### src/hdl/qmtf_pkg.sv
// ----------------------------------------------------------------------------
// qmtf_pkg
// shared types and constants for the move-to-front/rear key queue
// ----------------------------------------------------------------------------
package qmtf_pkg;

   // request field widths
   localparam int MODE_W      = 2;
   localparam int REQ_KEY_W   = 16;
   // result field widths
   localparam int HEAD_KEY_W  = 16;
   localparam int COUNT_OUT_W = 5;

   // operation codes
   typedef enum logic [MODE_W-1:0] {
      MODE_ENQUEUE   = 2'd0,
      MODE_DEQUEUE   = 2'd1,
      MODE_MOVE_HEAD = 2'd2,
      MODE_MOVE_TAIL = 2'd3
   } mode_type;

   // control broadcast from the top level to every cell
   typedef struct packed {
      logic     accept;     // request transfer this cycle
      mode_type mode;
      logic     found;      // some cell holds the searched key
      logic     not_full;
      logic     not_empty;
   } cell_ctrl_type;

endpackage

### src/hdl/qmtf_cell.sv
// ----------------------------------------------------------------------------
// qmtf_cell
// one queue slot: holds a key, compares it and shifts with its neighbors
// ----------------------------------------------------------------------------
module qmtf_cell #(
   parameter int DEPTH    = 16,
   parameter int KEY_BITS = 16,
   parameter int INDEX    = 0,
   localparam int CW      = $clog2(DEPTH + 1)
) (
   input  logic                  clock,
   input  qmtf_pkg::cell_ctrl_type ctrl,
   input  logic [KEY_BITS-1:0]   req_key,
   input  logic [CW-1:0]         count,
   input  logic [KEY_BITS-1:0]   prev_key,     // key of the cell nearer the front
   input  logic [KEY_BITS-1:0]   next_key,     // key of the cell nearer the rear
   input  logic                  match_prior,  // a cell nearer the front matched
   output logic                  match_out,
   output logic [KEY_BITS-1:0]   key,
   output logic [KEY_BITS-1:0]   key_next
);

   logic [KEY_BITS-1:0] key_ff;
   logic [KEY_BITS-1:0] key_in;
   logic                in_use;
   logic                is_tail;
   logic                is_last;
   logic                own_match;

   assign in_use    = count > CW'(INDEX);
   assign is_tail   = count == CW'(INDEX);
   assign is_last   = count == CW'(INDEX + 1);
   assign own_match = in_use && (key_ff == req_key);
   assign match_out = match_prior || own_match;

   always_comb begin
      key_in = key_ff;
      if (ctrl.accept) begin
         unique case (ctrl.mode)
            qmtf_pkg::MODE_ENQUEUE: begin
               if (ctrl.not_full && is_tail) key_in = req_key;
            end
            qmtf_pkg::MODE_DEQUEUE: begin
               if (ctrl.not_empty) key_in = next_key;
            end
            qmtf_pkg::MODE_MOVE_HEAD: begin
               // cells from the front up to the first match shift rearward
               if (ctrl.found && !match_prior) begin
                  key_in = (INDEX == 0) ? req_key : prev_key;
               end
            end
            qmtf_pkg::MODE_MOVE_TAIL: begin
               // cells from the first match to the rear shift frontward
               if (ctrl.found && match_out) begin
                  key_in = is_last ? req_key : next_key;
               end
            end
            default: key_in = key_ff;
         endcase
      end
   end

   always_ff @(posedge clock) begin
      key_ff <= key_in;
   end

   assign key      = key_ff;
   assign key_next = key_in;

endmodule

### src/hdl/queue_with_move_to_front_rear.sv
// ----------------------------------------------------------------------------
// queue_with_move_to_front_rear
// bounded key queue with enqueue, dequeue, move-to-front and move-to-rear
// ----------------------------------------------------------------------------
// A row of DEPTH cells holds the queue, front in cell 0. On every request
// transfer, all cells compare their key with the request key at once, the
// first match (nearest the front) is picked by a flag that ripples down
// the row, and each cell loads its own key, a neighbor's key or the
// request key. One request is taken per cycle while req_stall is low; the
// path that sets the clock is the match ripple through all DEPTH cells. The
// result for a request sits in an output register the cycle after its
// transfer; a new request is taken while that result is taken or while the
// output register is empty, so back-to-back results leave at one per cycle.
// Keys are compared on their low KEY_BITS bits (at most 16 of the request).
// There is no reset pass: slot contents are undefined until written, and only
// slots below the entry count are ever looked at.
// ----------------------------------------------------------------------------
module queue_with_move_to_front_rear #(
   parameter int DEPTH    = 16,
   parameter int KEY_BITS = 16
) (
   input  logic                               clock,
   input  logic                               reset,
   // request channel
   input  logic                               req_valid,
   output logic                               req_stall,
   input  logic [qmtf_pkg::MODE_W-1:0]        req_mode,
   input  logic [qmtf_pkg::REQ_KEY_W-1:0]     req_key,
   // result channel
   output logic                               rsp_valid,
   input  logic                               rsp_stall,
   output logic [qmtf_pkg::HEAD_KEY_W-1:0]    rsp_head_key,
   output logic                               rsp_is_empty,
   output logic [qmtf_pkg::COUNT_OUT_W-1:0]   rsp_entry_count,
   output logic                               rsp_key_found,
   output logic                               rsp_overflow
);

   localparam int CW = $clog2(DEPTH + 1);

   // occupancy and result registers
   logic [CW-1:0]                            count_ff, count_in;
   logic                                     rsp_valid_ff, rsp_valid_in;
   logic [qmtf_pkg::HEAD_KEY_W-1:0]          head_ff, head_in;
   logic                                     empty_ff, empty_in;
   logic [qmtf_pkg::COUNT_OUT_W-1:0]         cnt_out_ff, cnt_out_in;
   logic                                     found_ff, found_in;
   logic                                     ovf_ff, ovf_in;

   logic                                     accept;
   qmtf_pkg::mode_type                       mode;
   qmtf_pkg::cell_ctrl_type                  ctrl;
   logic [KEY_BITS-1:0]                      key_eff;
   logic [63:0]                              key_wide;
   logic [63:0]                              head_wide;
   logic [31:0]                              count_wide;
   logic                                     is_move;

   // cell row wiring
   logic [KEY_BITS-1:0]                      cell_key  [DEPTH];
   logic [KEY_BITS-1:0]                      cell_next [DEPTH];
   logic [DEPTH:0]                           match_chain;

   // output register frees up when empty or when its result transfers
   assign req_stall = rsp_valid_ff && rsp_stall;
   assign accept    = req_valid && !req_stall;
   assign mode      = qmtf_pkg::mode_type'(req_mode);

   // only the low KEY_BITS of the 16-bit request key take part
   assign key_wide = 64'(req_key);
   assign key_eff  = key_wide[KEY_BITS-1:0];

   assign is_move = (mode == qmtf_pkg::MODE_MOVE_HEAD) || (mode == qmtf_pkg::MODE_MOVE_TAIL);

   always_comb begin
      ctrl.accept    = accept;
      ctrl.mode      = mode;
      ctrl.found     = match_chain[DEPTH];
      ctrl.not_full  = count_ff != CW'(DEPTH);
      ctrl.not_empty = count_ff != '0;
   end

   assign match_chain[0] = 1'b0;

   // row of cells, front at index 0
   for (genvar i = 0; i < DEPTH; i++) begin : g_cell
      logic [KEY_BITS-1:0] prev_k;
      logic [KEY_BITS-1:0] next_k;
      if (i == 0) begin : g_first
         assign prev_k = cell_key[i];
      end else begin : g_mid
         assign prev_k = cell_key[i-1];
      end
      if (i == DEPTH - 1) begin : g_end
         assign next_k = cell_key[i];
      end else begin : g_inner
         assign next_k = cell_key[i+1];
      end
      qmtf_cell #(
         .DEPTH    (DEPTH),
         .KEY_BITS (KEY_BITS),
         .INDEX    (i)
      ) u_cell (
         .clock       (clock),
         .ctrl        (ctrl),
         .req_key     (key_eff),
         .count       (count_ff),
         .prev_key    (prev_k),
         .next_key    (next_k),
         .match_prior (match_chain[i]),
         .match_out   (match_chain[i+1]),
         .key         (cell_key[i]),
         .key_next    (cell_next[i])
      );
   end

   // count update and result assembly
   always_comb begin
      count_in = count_ff;
      ovf_in   = 1'b0;
      unique case (mode)
         qmtf_pkg::MODE_ENQUEUE: begin
            if (ctrl.not_full) count_in = count_ff + CW'(1);
            else               ovf_in   = 1'b1;
         end
         qmtf_pkg::MODE_DEQUEUE: begin
            if (ctrl.not_empty) count_in = count_ff - CW'(1);
         end
         default: count_in = count_ff;
      endcase
      found_in   = is_move && ctrl.found;
      head_wide  = 64'(cell_next[0]);
      head_in    = (count_in != '0) ? head_wide[qmtf_pkg::HEAD_KEY_W-1:0] : '0;
      empty_in   = count_in == '0;
      count_wide = 32'(count_in);
      cnt_out_in = count_wide[qmtf_pkg::COUNT_OUT_W-1:0];
      rsp_valid_in = accept || (rsp_valid_ff && rsp_stall);
   end

   always_ff @(posedge clock) begin
      if (reset) begin
         count_ff     <= '0;
         rsp_valid_ff <= 1'b0;
      end else begin
         rsp_valid_ff <= rsp_valid_in;
         if (accept) count_ff <= count_in;
      end
      if (accept) begin
         head_ff    <= head_in;
         empty_ff   <= empty_in;
         cnt_out_ff <= cnt_out_in;
         found_ff   <= found_in;
         ovf_ff     <= ovf_in;
      end
   end

   assign rsp_valid       = rsp_valid_ff;
   assign rsp_head_key    = head_ff;
   assign rsp_is_empty    = empty_ff;
   assign rsp_entry_count = cnt_out_ff;
   assign rsp_key_found   = found_ff;
   assign rsp_overflow    = ovf_ff;

   // occupancy never exceeds the row length
   a_count_bound: assert property (@(posedge clock) disable iff (reset)
      count_ff <= CW'(DEPTH))
      else $error("entry count above depth");

   // every request transfer yields a result in the next cycle
   a_rsp_follows: assert property (@(posedge clock) disable iff (reset)
      accept |=> rsp_valid_ff)
      else $error("result missing after request transfer");

   // enqueue on a full queue is flagged and leaves the count unchanged
   a_overflow: assert property (@(posedge clock) disable iff (reset)
      (accept && mode == qmtf_pkg::MODE_ENQUEUE && !ctrl.not_full)
      |=> (rsp_overflow && count_ff == $past(count_ff)))
      else $error("overflow not reported");

   // dequeue on a non-empty queue removes exactly one entry
   a_dequeue: assert property (@(posedge clock) disable iff (reset)
      (accept && mode == qmtf_pkg::MODE_DEQUEUE && ctrl.not_empty)
      |=> (count_ff == $past(count_ff) - CW'(1)))
      else $error("dequeue count mismatch");

endmodule
### config.mk
export PLATFORM = sky130hd
export DESIGN_NAME = queue_with_move_to_front_rear
export DESIGN_NICKNAME = d
export VERILOG_FILES = /design/src/hdl/qmtf_pkg.sv /design/src/hdl/qmtf_cell.sv /design/src/hdl/queue_with_move_to_front_rear.sv
export SDC_FILE = /design/constraint.sdc
export NUM_CORES = 1
export LEC_CHECK = 0
export ABC_AREA = 0
export BUFFER_PORTS_ARGS = -buffer_cell sky130_fd_sc_hd__buf_2
export CORE_UTILIZATION = 25
export DETAILED_ROUTE_END_ITERATION = 6
export GPL_TIMING_DRIVEN = 0
export MAX_ROUTING_LAYER = met4
export PLACE_DENSITY = 0.39
export SLEW_MARGIN = 20
export SYNTH_ARGS = -nofsm -noshare
export SYNTH_HDL_FRONTEND = slang
export SYNTH_SLANG_ARGS = --single-unit
### constraint.sdc
create_clock -name clock -period 4.7 [get_ports clock]
set_input_delay 0.705 -clock clock [delete_from_list [all_inputs] [get_ports clock]]
set_output_delay 0.705 -clock clock [all_outputs]
set_load 0.1 [all_outputs]
==> results.cfg <==
[cts]
clock-sinks = 286
hold_buffers = 0
clkTransAtPathRegs_ns = 0.05
cts_tree = built
cts_buffer_depth = 3
htreeDepth = 2
cts_root_buf = clkbuf_16
clk_latency_ns = 0.59
cts_made_buffers = 39

[logic_synthesis]
yosysWarningCount = 0
ys_ff_latch = 286
ys_top_cells_by_count = nor2_1, edfxtp_1, nand2_1, o22ai_1, a21oi_1
synth_ff_type = edfxtp_1
syn_inst = 2178
ys_async_sr_fraction = 0
syn_area_mm2 = 0.0190
synth_top_area_frac = 0.418
synth.area.top_cells = edfxtp_1, nor2_1, o22ai_1
yosysTopAreaCell = edfxtp_1
synth-seq-area-share = 0.441
synth.most_common_cell = nor2_1
synth.distinct_cells = 67
synth_edf_count = 264
synth_nets = 2206
avgSynthCellArea_um2 = 8.71

[detailed_routing]
antenna_left = 0
post_drt_wl_per_cell_um = 30.6
vias = 18500
wl_mm = 100
viasPerCell = 5.66
drc = 0
drtPass1Iterations = 7
drtIter0Drc = 2363

[sta]
tightest_slew_ns = 1.27
rsz0062_at_grt = false
max_freq_mhz = 217
slew_violations = 0
clock_skew_ns = 0.0345
fin_hold_ws_ns = 0.373
slew_headroom = 0.155
fin_crit_sh = 0.978
period_needed_ns = 4.60
hold_viol_final = 0
finalSetupViolCount = 0

[grt]
grt_antenna_before_repair = 1
gr-usage-all-layers = 0.261
grt_start_max_net_pins = 23
overflow = 0
grt_pass1_vias = 17900
grt_pass1_wl_mm = 139

[floorplanning]
dieArea_mm2 = 0.0770
die-width_um = 278
core_area_mm2 = 0.0748
start_util = 0.254
die_h_um = 278
ios = 48
num_rows = 100

[final_layout]
synthToLayoutAreaGrowth_pct = 16.2
nFillCells = 8056
drive_above_1_share = 0.0901
post-route-util = 0.295
final_nets = 2295

[place]
place.gp.congestion = 0.969
dp_hpwl_mm = 74.3
portBuffers = 29

[critical_path]
cpPeakStageDelay_ns = 0.64
critPathRequiredTime_ns = 4.97
path_buf_inv = 4
arrival_ns = 4.87
critPathMostFrequentCell = buf_2
cp-start-kind = input port
crit_path_top_delay_cell = buf_2
crit_type = input port to flip-flop
cp_top_family = buffers and inverters
crit_chain = buf_2, buf_2, xnor2_1, nand4_1, nor4_1, nand4_1, nand4b_1, or3_1, buf_2, o221ai_1, a311oi_4, buf_6
worstPathMaxFanout = 14
cp-end-kind = flip-flop

[power]
switching_share = 0.351
p_switching_uw = 2950
intPower_uw = 5450
clkPwrFrac = 0.379
pwr-share-seq = 0.387
irDropWorstVdd_mv = 0.201
powerDensity_mw_per_mm2 = 381
power.share.combinational = 0.234
leakagePower_uw = 0.00747

[run]
drv_cap = 0

[run_status]
outcome = finished clean

[min_path]
hold_path.class = input port to flip-flop
[kinds of logic after synthesis]
group                      synth area share
AOI/OAI and AO/OA                     0.171
xor gates and xnor gates              0.119
adders and majority gates           0.00396
buffers and inverters                0.0479
DFF                                   0.441
muxes                                0.0128
and+or+nand+nor                       0.204
[worst reg2reg max path: cells and delay by family, from the launching register on]
| family | cells | cell delay (ns) |
|---|---|---|
| AOI/OAI and AO/OA | 2 | 0.73 |
| buffers and inverters | 4 | 1.25 |
| DFF | 1 | 0.30 |
| and+or+nand+nor | 6 | 2.00 |
[final timing paths]
path                                               start                       end  slack (ns)  cells past startpoint
worst min register to register  g_cell[0].u_cell.key[14]  g_cell[0].u_cell.key[14]        0.58                      1
worst max register to register               count_ff[3]   g_cell[1].u_cell.key[6]        0.12                     12
worst min-delay path                           req_valid                 rsp_valid        0.37                      3
worst max-delay path                          req_key[9]   g_cell[1].u_cell.key[6]        0.10                     12
[timing repair]
| item | CTS | global route |
|---|---|---|
| endpoints found under the hold margin | 0 | 0 |
| cloned | 0 | 0 |
| setup endpoints to repair | 136 | 100 |
| resized for setup | 4 | 4 |
| buffers inserted | 1 | 2 |
| pin swaps | 0 | 1 |
[per-stage QoR]
stage	worst slack [ns]	TNS, ns	instances	total power, uW	area, um^2
after floorplan	0.346	0	2178	4500	19000
after global placement	-2.21	-384.36	3176	5170	20300
after detailed placement	-0.595	-69.59	3191	5210	20700
after CTS	0.0507	0	3263	8390	22000
after global routing	0.0965	0	3267	8630	22000
final	0.102	0	3268	8390	22000
[power groups by stage]
| stage | Sequential [uW] | Clock [uW] | Combinational [uW] |
|---|---|---|---|
| 2_1_floorplan | 3450 | 0 | 1050 |
| 3_3_place_gp | 3300 | 0 | 1870 |
| 3_5_place_dp | 3290 | 0 | 1920 |
| 4_1_cts | 3240 | 3220 | 1930 |
| 5_1_grt | 3260 | 3290 | 2080 |
| 6_report | 3250 | 3180 | 1970 |
[area by class of cell]
class                      count  area (um^2)  area share
antenna                        2         5.00    0.000227
buffer                       190          821      0.0372
clock buffer                  46         1040      0.0473
clock inverter                25          277      0.0125
inverter                      27          101     0.00460
multi-input combinational   1675         9860       0.447
sequential                   286         8370       0.380
tap                          969         1210      0.0550
timing repair buffer          48          360      0.0163
[layout by cell type (no fill, tap or decap), types with 19 or more instances in the layout]
cell,netlist,layout
a31oi_1,25,19
o21ai_0,33,32
nand4_1,43,43
nand2_1,211,211
nor2_1,437,435
a211oi_1,39,35
inv_1,25,25
nor4_1,48,48
buf_2,45,79
buf_1,25,20
clkbuf_1,113,111
a21oi_1,139,138
xnor2_1,120,120
o22ai_1,199,199
dfxtp_1,22,22
nor3_1,45,43
mux2i_1,22,22
xor2_1,138,138
clkbuf_16,0,40
edfxtp_1,264,264
[metal layers]
metal | global-route usage | vias to the layer above | routed length [um]
li1 | - | 8107 | -
met1 | 0.368 | 9260 | 45700
met2 | 0.376 | 981 | 42400
met3 | 0.0388 | 155 | 8120
met4 | 0.0930 | 0 | 3820
met5 | - | - | 0
[sequential cells by signal (all words and copies together) (netlist names)]
signal	count
rsp_head_key	16
rsp_valid	1
count_ff	5
g_cell.u_cell.key	256
rsp_entry_count	5
rsp_overflow	1
rsp_key_found	1
rsp_is_empty	1
Note: power is estimated with default switching activity, not from simulation.
